`src/hw/rtl/sbhv_pkg.sv`:
```
`timescale 1ns / 1ps
// ----------------------------------------------------------------------------
// sbhv_pkg
// Shared types, constants and helpers of the store bank header validator.
// ----------------------------------------------------------------------------
package sbhv_pkg;

  localparam int BANK_BYTES  = 32768;
  localparam int MAX_ENTRIES = 32;
  localparam int ENTRY_BYTES = 48;

  localparam logic [31:0] STORE_MAGIC = 32'h5453_504C;
  localparam logic [31:0] FNV_BASIS   = 32'd2166136261;
  localparam logic [31:0] FNV_PRIME   = 32'd16777619;

  localparam logic [4:0]  HDR_V1_BYTES = 5'd20;
  localparam logic [4:0]  HDR_V2_BYTES = 5'd24;
  localparam logic [15:0] POS_MAX      = 16'hFFFF;
  localparam logic [16:0] POS_OVERRUN  = 17'h10000;

  // Widths of the header-plus-directory size sum.
  localparam int CNT_W  = $clog2(MAX_ENTRIES + 1);
  localparam int ENT_W  = $clog2(ENTRY_BYTES + 1);
  localparam int NEED_W = CNT_W + ENT_W + 1;

  typedef enum logic [1:0] {
    KIND_UNKNOWN = 2'd0,
    KIND_V1      = 2'd1,
    KIND_V2      = 2'd2
  } kind_t;

  typedef enum logic [2:0] {
    ST_OK           = 3'd0,
    ST_BAD_MAGIC    = 3'd1,
    ST_BAD_VERSION  = 3'd2,
    ST_BAD_SIZES    = 3'd3,
    ST_BAD_CHECKSUM = 3'd4
  } status_t;

  // Header state captured on the final byte of a bank.
  typedef struct packed {
    logic        magic_good;
    kind_t       kind;
    logic [31:0] count;
    logic [31:0] length;
    logic [31:0] checksum;
    logic [31:0] generation;
    logic [31:0] hash;
    logic [16:0] received;
  } snap_t;

  typedef struct packed {
    status_t     status;
    logic [4:0]  header_bytes;
    logic [5:0]  dir_entries;
    logic [15:0] total_bytes;
    logic [31:0] bank_generation;
  } res_t;

  function automatic logic [4:0] hdr_len(input kind_t kind);
    return (kind == KIND_V2) ? HDR_V2_BYTES : HDR_V1_BYTES;
  endfunction

endpackage

```
`src/hw/rtl/sbhv_if.sv`:
```
`timescale 1ns / 1ps
// ----------------------------------------------------------------------------
// sbhv_if
// Valid/ready channels of the validator: bank bytes in, verdicts out.
// ----------------------------------------------------------------------------
interface sbhv_in_if;
  logic       valid;
  logic       ready;
  logic [7:0] data_byte;
  logic       bank_end;

  modport source (output valid, output data_byte, output bank_end, input ready);
  modport sink   (input valid, input data_byte, input bank_end, output ready);
endinterface

interface sbhv_out_if;
  logic        valid;
  logic        ready;
  logic [2:0]  status;
  logic [4:0]  header_bytes;
  logic [5:0]  dir_entries;
  logic [15:0] total_bytes;
  logic [31:0] bank_generation;

  modport source (output valid, output status, output header_bytes, output dir_entries,
                  output total_bytes, output bank_generation, input ready);
  modport sink   (input valid, input status, input header_bytes, input dir_entries,
                  input total_bytes, input bank_generation, output ready);
endinterface

```
`src/hw/rtl/store_bank_header_validator.sv`:
```
`timescale 1ns / 1ps
// ----------------------------------------------------------------------------
// store_bank_header_validator
// Streams the bytes of a store bank, checks its header and FNV-1a checksum.
// ----------------------------------------------------------------------------
// The block takes one bank byte per cycle while its capture stage can move
// on (a stalled output holds ready low), with the final byte of each bank
// flagged by bank_end; the FNV-1a hash step, one constant multiply per byte,
// completes in the cycle the byte is taken. Each bank gives exactly one
// verdict word: its header state is captured into a snapshot register, then
// graded and registered into the output register. Banks may follow one
// another with no gap, and the block resets its header state itself after every final byte.
module store_bank_header_validator (
  input  logic              clk,
  input  logic              rst_n,
  sbhv_in_if.sink           in_word,
  sbhv_out_if.source        out_word
);

  logic [15:0]       pos_r, pos_nxt;
  logic              ovr_r, ovr_nxt;
  logic [31:0]       gather_r, gather_nxt;
  logic              magic_r, magic_nxt;
  sbhv_pkg::kind_t   kind_r, kind_nxt;
  logic [31:0]       count_r, count_nxt;
  logic [31:0]       length_r, length_nxt;
  logic [31:0]       csum_r, csum_nxt;
  logic [31:0]       gen_r, gen_nxt;
  logic [31:0]       hash_r, hash_nxt;

  sbhv_pkg::snap_t   snap_r, snap_nxt;
  logic              snap_v_r;
  sbhv_pkg::res_t    res_r, verdict;
  logic              out_v_r;

  logic              out_free;
  logic              snap_free;
  logic              in_acc;

  assign out_free      = !out_v_r || out_word.ready;
  assign snap_free     = !snap_v_r || out_free;
  assign in_word.ready = snap_free;
  assign in_acc        = in_word.valid && snap_free;

  always_comb begin
    pos_nxt    = pos_r;
    ovr_nxt    = ovr_r;
    gather_nxt = gather_r;
    magic_nxt  = magic_r;
    kind_nxt   = kind_r;
    count_nxt  = count_r;
    length_nxt = length_r;
    csum_nxt   = csum_r;
    gen_nxt    = gen_r;
    hash_nxt   = hash_r;
    snap_nxt   = snap_r;

    if (in_acc && !ovr_r) begin
      if (pos_r < 16'(sbhv_pkg::HDR_V2_BYTES)) begin
        gather_nxt = {in_word.data_byte, gather_r[31:8]};
        if (pos_r[1:0] == 2'd3) begin
          case (pos_r[4:2])
            3'd0: magic_nxt  = (gather_nxt == sbhv_pkg::STORE_MAGIC);
            3'd1: kind_nxt   = (gather_nxt == 32'd1) ? sbhv_pkg::KIND_V1 :
                               (gather_nxt == 32'd2) ? sbhv_pkg::KIND_V2 :
                                                       sbhv_pkg::KIND_UNKNOWN;
            3'd2: count_nxt  = gather_nxt;
            3'd3: length_nxt = gather_nxt;
            3'd4: csum_nxt   = gather_nxt;
            3'd5: if (kind_r == sbhv_pkg::KIND_V2) gen_nxt = gather_nxt;
            default: ;
          endcase
        end
      end
      // The version word lands well before the hashed region starts, so the
      // registered kind and length are already final here.
      if (kind_r != sbhv_pkg::KIND_UNKNOWN &&
          pos_r >= 16'(sbhv_pkg::hdr_len(kind_r)) &&
          {16'd0, pos_r} < length_r) begin
        hash_nxt = (hash_r ^ {24'd0, in_word.data_byte}) * sbhv_pkg::FNV_PRIME;
      end
      if (pos_r != sbhv_pkg::POS_MAX) begin
        pos_nxt = pos_r + 16'd1;
      end else begin
        ovr_nxt = 1'b1;
      end
    end

    if (in_acc && in_word.bank_end) begin
      snap_nxt.magic_good = magic_nxt;
      snap_nxt.kind       = kind_nxt;
      snap_nxt.count      = count_nxt;
      snap_nxt.length     = length_nxt;
      snap_nxt.checksum   = csum_nxt;
      snap_nxt.generation = gen_nxt;
      snap_nxt.hash       = hash_nxt;
      snap_nxt.received   = ovr_nxt ? sbhv_pkg::POS_OVERRUN : {1'b0, pos_nxt};

      pos_nxt    = 16'd0;
      ovr_nxt    = 1'b0;
      gather_nxt = 32'd0;
      magic_nxt  = 1'b0;
      kind_nxt   = sbhv_pkg::KIND_UNKNOWN;
      count_nxt  = 32'd0;
      length_nxt = 32'd0;
      csum_nxt   = 32'd0;
      gen_nxt    = 32'd0;
      hash_nxt   = sbhv_pkg::FNV_BASIS;
    end
  end

  always_ff @(posedge clk) begin
    if (!rst_n) begin
      pos_r    <= 16'd0;
      ovr_r    <= 1'b0;
      gather_r <= 32'd0;
      magic_r  <= 1'b0;
      kind_r   <= sbhv_pkg::KIND_UNKNOWN;
      count_r  <= 32'd0;
      length_r <= 32'd0;
      csum_r   <= 32'd0;
      gen_r    <= 32'd0;
      hash_r   <= sbhv_pkg::FNV_BASIS;
      snap_v_r <= 1'b0;
      out_v_r  <= 1'b0;
    end else begin
      pos_r    <= pos_nxt;
      ovr_r    <= ovr_nxt;
      gather_r <= gather_nxt;
      magic_r  <= magic_nxt;
      kind_r   <= kind_nxt;
      count_r  <= count_nxt;
      length_r <= length_nxt;
      csum_r   <= csum_nxt;
      gen_r    <= gen_nxt;
      hash_r   <= hash_nxt;
      if (snap_free) begin
        snap_v_r <= in_acc && in_word.bank_end;
      end
      if (out_free) begin
        out_v_r <= snap_v_r;
      end
    end
  end

  always_ff @(posedge clk) begin
    snap_r <= snap_nxt;
    if (out_free) begin
      res_r <= verdict;
    end
  end

  sbhv_verdict u_verdict (
    .snap (snap_r),
    .res  (verdict)
  );

  assign out_word.valid           = out_v_r;
  assign out_word.status          = res_r.status;
  assign out_word.header_bytes    = res_r.header_bytes;
  assign out_word.dir_entries     = res_r.dir_entries;
  assign out_word.total_bytes     = res_r.total_bytes;
  assign out_word.bank_generation = res_r.bank_generation;

  // A final byte always leaves a captured bank and a fresh header state.
  a_end_captured: assert property (@(posedge clk) disable iff (!rst_n)
    (in_acc && in_word.bank_end) |=> (snap_v_r && pos_r == 16'd0 &&
                                      hash_r == sbhv_pkg::FNV_BASIS))
    else $error("final byte did not capture the bank or clear the state");

  // With the capture stage empty the block must never stall its source.
  a_ready_when_empty: assert property (@(posedge clk) disable iff (!rst_n)
    !snap_v_r |-> in_word.ready)
    else $error("input stalled with an empty capture stage");

  // A good verdict always lies within the directory and length bounds.
  a_ok_in_bounds: assert property (@(posedge clk) disable iff (!rst_n)
    (out_v_r && res_r.status == sbhv_pkg::ST_OK) |->
      (32'(res_r.dir_entries) <= 32'(sbhv_pkg::MAX_ENTRIES) &&
       res_r.total_bytes >= 16'(res_r.header_bytes)))
    else $error("good verdict outside the size bounds");

  // The overrun flag is only ever set once the position has saturated.
  a_overrun_saturated: assert property (@(posedge clk) disable iff (!rst_n)
    ovr_r |-> (pos_r == sbhv_pkg::POS_MAX))
    else $error("overrun flagged before the position saturated");

  // A waiting verdict moves into the output register as soon as it is free.
  a_verdict_moves: assert property (@(posedge clk) disable iff (!rst_n)
    (snap_v_r && out_free) |=> out_v_r)
    else $error("captured bank lost on its way to the output");

endmodule

```
`src/hw/rtl/sbhv_verdict.sv`:
```
`timescale 1ns / 1ps
// ----------------------------------------------------------------------------
// sbhv_verdict
// Turns the captured header state of a bank into its status and result word.
// ----------------------------------------------------------------------------
module sbhv_verdict (
  input  sbhv_pkg::snap_t snap,
  output sbhv_pkg::res_t  res
);

  logic [4:0]                  hsz;
  logic [sbhv_pkg::CNT_W-1:0]  cnt_low;
  logic [sbhv_pkg::NEED_W-1:0] need;
  logic                        size_bad;
  sbhv_pkg::status_t           status;

  always_comb begin
    hsz     = sbhv_pkg::hdr_len(snap.kind);
    // Only the low bits matter: a larger count fails the count bound anyway.
    cnt_low = snap.count[sbhv_pkg::CNT_W-1:0];
    need    = sbhv_pkg::NEED_W'(hsz) +
              sbhv_pkg::NEED_W'(cnt_low) * sbhv_pkg::NEED_W'(sbhv_pkg::ENTRY_BYTES);

    size_bad = (snap.count > 32'(sbhv_pkg::MAX_ENTRIES)) ||
               (snap.length < 32'(hsz)) ||
               (snap.length > 32'(sbhv_pkg::BANK_BYTES)) ||
               (32'(need) > snap.length) ||
               (32'(snap.received) < snap.length);

    if (!snap.magic_good) begin
      status = sbhv_pkg::ST_BAD_MAGIC;
    end else if (snap.kind == sbhv_pkg::KIND_UNKNOWN) begin
      status = sbhv_pkg::ST_BAD_VERSION;
    end else if (size_bad) begin
      status = sbhv_pkg::ST_BAD_SIZES;
    end else if (snap.hash != snap.checksum) begin
      status = sbhv_pkg::ST_BAD_CHECKSUM;
    end else begin
      status = sbhv_pkg::ST_OK;
    end

    res.status          = status;
    res.header_bytes    = hsz;
    res.dir_entries     = (status == sbhv_pkg::ST_OK) ? snap.count[5:0] : 6'd0;
    res.total_bytes     = (status == sbhv_pkg::ST_OK) ? snap.length[15:0] : 16'd0;
    res.bank_generation = (snap.magic_good && snap.kind == sbhv_pkg::KIND_V2) ?
                          snap.generation : 32'd0;
  end

endmodule
```
`src/flat_wrapper.sv`:
```
// flat-port wrapper written by rule: the top's interface ports become plain ports
module store_bank_header_validator_flat 
  (clk, rst_n, in_word_valid, in_word_data_byte, in_word_bank_end, in_word_ready, out_word_valid, out_word_status, out_word_header_bytes, out_word_dir_entries, out_word_total_bytes, out_word_bank_generation, out_word_ready);
  sbhv_in_if in_word_i ();
  sbhv_out_if out_word_i ();
  input  logic clk;
  input  logic rst_n;
  input wire logic [$bits(in_word_i.valid)-1:0] in_word_valid;
  input wire logic [$bits(in_word_i.data_byte)-1:0] in_word_data_byte;
  input wire logic [$bits(in_word_i.bank_end)-1:0] in_word_bank_end;
  output wire logic [$bits(in_word_i.ready)-1:0] in_word_ready;
  output wire logic [$bits(out_word_i.valid)-1:0] out_word_valid;
  output wire logic [$bits(out_word_i.status)-1:0] out_word_status;
  output wire logic [$bits(out_word_i.header_bytes)-1:0] out_word_header_bytes;
  output wire logic [$bits(out_word_i.dir_entries)-1:0] out_word_dir_entries;
  output wire logic [$bits(out_word_i.total_bytes)-1:0] out_word_total_bytes;
  output wire logic [$bits(out_word_i.bank_generation)-1:0] out_word_bank_generation;
  input wire logic [$bits(out_word_i.ready)-1:0] out_word_ready;
  assign in_word_i.valid = in_word_valid;
  assign in_word_i.data_byte = in_word_data_byte;
  assign in_word_i.bank_end = in_word_bank_end;
  assign in_word_ready = in_word_i.ready;
  assign out_word_valid = out_word_i.valid;
  assign out_word_status = out_word_i.status;
  assign out_word_header_bytes = out_word_i.header_bytes;
  assign out_word_dir_entries = out_word_i.dir_entries;
  assign out_word_total_bytes = out_word_i.total_bytes;
  assign out_word_bank_generation = out_word_i.bank_generation;
  assign out_word_i.ready = out_word_ready;
  store_bank_header_validator u_core (.clk(clk), .rst_n(rst_n), .in_word(in_word_i), .out_word(out_word_i));
endmodule
```
`config.mk`:
```
export PLATFORM = sky130hd
export DESIGN_NAME = store_bank_header_validator_flat
export DESIGN_NICKNAME = d
export VERILOG_FILES = /design/src/hw/rtl/sbhv_pkg.sv /design/src/hw/rtl/sbhv_if.sv /design/src/hw/rtl/store_bank_header_validator.sv /design/src/hw/rtl/sbhv_verdict.sv /design/src/flat_wrapper.sv
export SDC_FILE = /design/constraint.sdc
export NUM_CORES = 1
export LEC_CHECK = 0
export ABC_AREA = 1
export BUFFER_PORTS_ARGS = -buffer_cell sky130_fd_sc_hd__buf_2
export CELL_PAD_IN_SITES_DETAIL_PLACEMENT = 1
export CELL_PAD_IN_SITES_GLOBAL_PLACEMENT = 1
export CORE_UTILIZATION = 35
export DETAILED_ROUTE_END_ITERATION = 7
export PLACE_DENSITY_LB_ADDON = 0.1
export SKIP_LAST_GASP = 1
export SLEW_MARGIN = 20
export SYNTH_ARGS = -nofsm -noshare
export SYNTH_HDL_FRONTEND = slang
export SYNTH_HIERARCHICAL = 1
export SYNTH_SLANG_ARGS = --single-unit
```
`constraint.sdc`:
```
create_clock -name clk -period 12.7 [get_ports clk]
set_input_delay 1.27 -clock clk [delete_from_list [all_inputs] [get_ports clk]]
set_output_delay 1.27 -clock clk [all_outputs]
set_load 0.02 [all_outputs]
```
==> metrics.yaml <==
status:
  status: "finished, final reports clean"
route:
  wl_per_cell_um: 17.7
  vias: 18300
  drt-total-wl_um: 68600
  drtIter0Drc: 696
  via_per_inst: 4.70
  drt_pre_antenna_iters: 4
  antenna_left: 0
  drc: 0
timing:
  tightest_slew_ns: 0.995
  min_period_ns: 6.25
  rsz0062_at_grt: "no"
  fmax_mhz: 160
  tns_ns: 0
  slew_violations: 0
  relSlewSlack: 0.336
  setup_viol: 0
  finClkSkew_ns: 0.0251
  finalCritPeriodShare: 0.492
  finalHoldViolCount: 0
critical_path:
  start_kind: "input port"
  path_max_fanout: 8
  slowest_delay_ns: 0.55
  required_ns: 13.05
  critPathKind: "in2reg"
  critPathArrivalTime_ns: 6.60
  crit_path_end_kind: "flop"
  cp_common_cell: "nand2_1"
  worst_path_max_delay_cell: "fa_1"
die:
  num_io_pins: 77
  rows: 97
  fp.dieArea_mm2: 0.0725
  start_util: 0.355
  dieWidth_um: 269
  die_h_um: 269
  coreArea_mm2: 0.0704
hold_path:
  min_path_type: "reg2reg"
global_route:
  grt_use_total: 0.193
  grt_pass1_wl_um: 109000
  antenna_found_initial: 0
  gr-total-overflow: 0
  grt_pass1_vias: 19500
  grt_max_degree: 75
power_and_ir_drop:
  switchingPower_mw: 1.06
  swShare: 0.289
  p_leak_nw: 13.8
  clockPowerShare: 0.395
  pwr-share-seq: 0.432
  powerDensity_mw_per_mm2: 131
  pwr-share-comb: 0.173
  internal-power_mw: 2.60
  vdd_ir_drop_max_mv: 0.0913
  power.total_mw: 3.66
synth:
  yosys-top-cells-count: "605 x nand2_1, 559 x inv_1, 257 x nor2_1, 242 x edfxtp_1, 242 x ha_1"
  synthesis.instances: 2828
  yosysMostFrequentCell: "nand2_1"
  synthFlopType: "edfxtp_1"
  ys_seq_elements: 448
  synthArstFlopShare: 0
  synth-edff-count: 242
  syn_area_mm2: 0.0250
  synth_area_per_cell_um2: 8.84
  yosys_warnings: 6
  synth_top_area_cell: "edfxtp_1"
  ys_top_cells_by_area: "edfxtp_1 29%, dfxtp_1 16%, ha_1 12%"
  synth_top_area_frac: 0.291
  yosysSeqAreaShare: 0.455
  post_synth_num_cell_types: 49
clock_tree:
  clk_latency_ns: 0.60
  cts_buffers: 49
  cts_tree: "yes"
  post-cts-setup-buffers: 0
  ctsHoldBuffers: 0
  ctsLongestPathBuffers: 3
  post_cts_resized: 0
  cts.sink_count: 448
  h-tree-depth: 2
  clk_pin_slew_ns: 0.07
  cts_root_buf: "clkbuf_16"
flow_run:
  max_cap_viol_count: 0
place:
  hpwl_um: 52700
  port-buffer-count: 76
  place.gp.congestion: 0.889
layout:
  areaGrowthSynthToFinish_pct: 11.9
  nNetsFinal: 3232
  antenna_cells: 0
  utilization: 0.398
  drive_gt1_frac: 0.0748
through the flow:
stage                     std cells  instance area (µm²)  hold WS [ns]  worst slack (ns)
after floorplan                2829                25000         0.438              2.07
after global placement         3791                26400         0.442              5.88
after detailed placement       3791                26400         0.464              5.78
after CTS                      3882                28000         0.474              6.41
after global routing           3882                28000         0.489              6.11
final                          3882                28000         0.471              6.45
routing by layer:
| metal | vias to the layer above | GRT usage | share of wire |
|---|---|---|---|
| met1 | 8905 | 0.238 | 0.44 |
| met3 | 88 | 0.0210 | 0.023 |
| li1 | 9077 | - | - |
| met5 | - | 0 | 0 |
| met2 | 193 | 0.351 | 0.51 |
| met4 | 0 | 0.0558 | 0.026 |
critical path: cells and delay by family:
kind,cells,cell delay [ns]
AOI/OAI and AO/OA,1,0.12
buffers and inverters,6,0.65
adders and majority gates,8,3.07
and+or+nand+nor,10,1.48
flip-flops by register name, indices dropped and copies added, names as in the netlist:
signal	cells
u_core/snap_r	180
u_core/count_r	32
u_core/csum_r	32
u_core/gen_r	32
u_core/hash_r	32
u_core/length_r	32
u_core/out_word.bank_generation	32
u_core/gather_r	24
u_core/out_word.total_bytes	16
u_core/pos_r	16
u_core/out_word.dir_entries	6
u_core/out_word.header_bytes	5
u_core/out_word.status	3
u_core/kind_r	2
u_core/magic_r	1
u_core/out_word.valid	1
u_core/ovr_r	1
u_core/snap_v_r	1
logic make-up (layout without fill, tap and decap cells):
logic type,Yosys count,count (layout),synth area share
buffers and inverters,640,753,0.100
xor gates and xnor gates,73,73,0.0256
other,2,3,0.000300
DFF,448,448,0.455
adders and majority gates,317,317,0.181
AOI/OAI and AO/OA,296,296,0.0607
and+or+nand+nor,1052,1052,0.177
final timing paths:
kind / slack, ns / end / from / depth (start not counted)
setup / recovery: 6.45 / u_core/snap_r[38]$_DFFE_PP_ / in_word_data_byte[7] / 25
hold reg to reg: 0.47 / u_core/gen_r[18]$_SDFF_PP0_ / u_core/gen_r[18]$_SDFF_PP0_ / 2
hold / removal: 0.47 / u_core/gen_r[18]$_SDFF_PP0_ / u_core/gen_r[18]$_SDFF_PP0_ / 2
setup reg to reg: 6.95 / u_core/snap_r[43]$_DFFE_PP_ / u_core/hash_r[18]$_SDFF_PP1_ / 23
power by group through the flow:
stage | clock network (mW) | logic (mW) | registers, mW
4_1_cts | 1.49 | 0.653 | 1.58
3_3_place_gp | 0 | 0.644 | 1.61
5_1_grt | 1.55 | 0.721 | 1.58
6_report | 1.44 | 0.634 | 1.58
2_1_floorplan | 0 | 0.423 | 1.61
3_5_place_dp | 0 | 0.649 | 1.61
area by class of cell:
cell class,count,area [µm²]
multi-input cells,1741,11100
flip-flops and latches,448,11400
inverters,568,2130
well taps,940,1180
clock buffers,72,1440
repair buffers,94,515
fillers,8296,42400
clock inverters,19,190
layout by cell type, fill, tap and decap left out, types with 4 or more instances in the layout:
cell type,netlist,routed
nand2_1,605,603
inv_1,559,558
nor2_1,257,256
ha_1,242,242
edfxtp_1,242,242
dfxtp_1,206,206
a21oi_1,143,142
o21ai_0,101,101
buf_2,19,76
nand3_1,76,76
fa_1,75,75
clkbuf_16,0,49
xor2_1,41,41
o21ai_1,37,37
xnor2_1,32,32
nand4_1,29,29
nor3_2,22,21
nor3_1,21,21
buf_4,5,18
clkbuf_8,0,13
nor4_1,12,12
clkbuf_1,37,10
clkinv_2,2,9
clkinv_1,1,7
inv_2,6,6
or2_2,5,5
nand3b_1,5,5
nand2_2,3,4
o21bai_1,4,4
No activity file was read; power rests on OpenSTA's default activity.
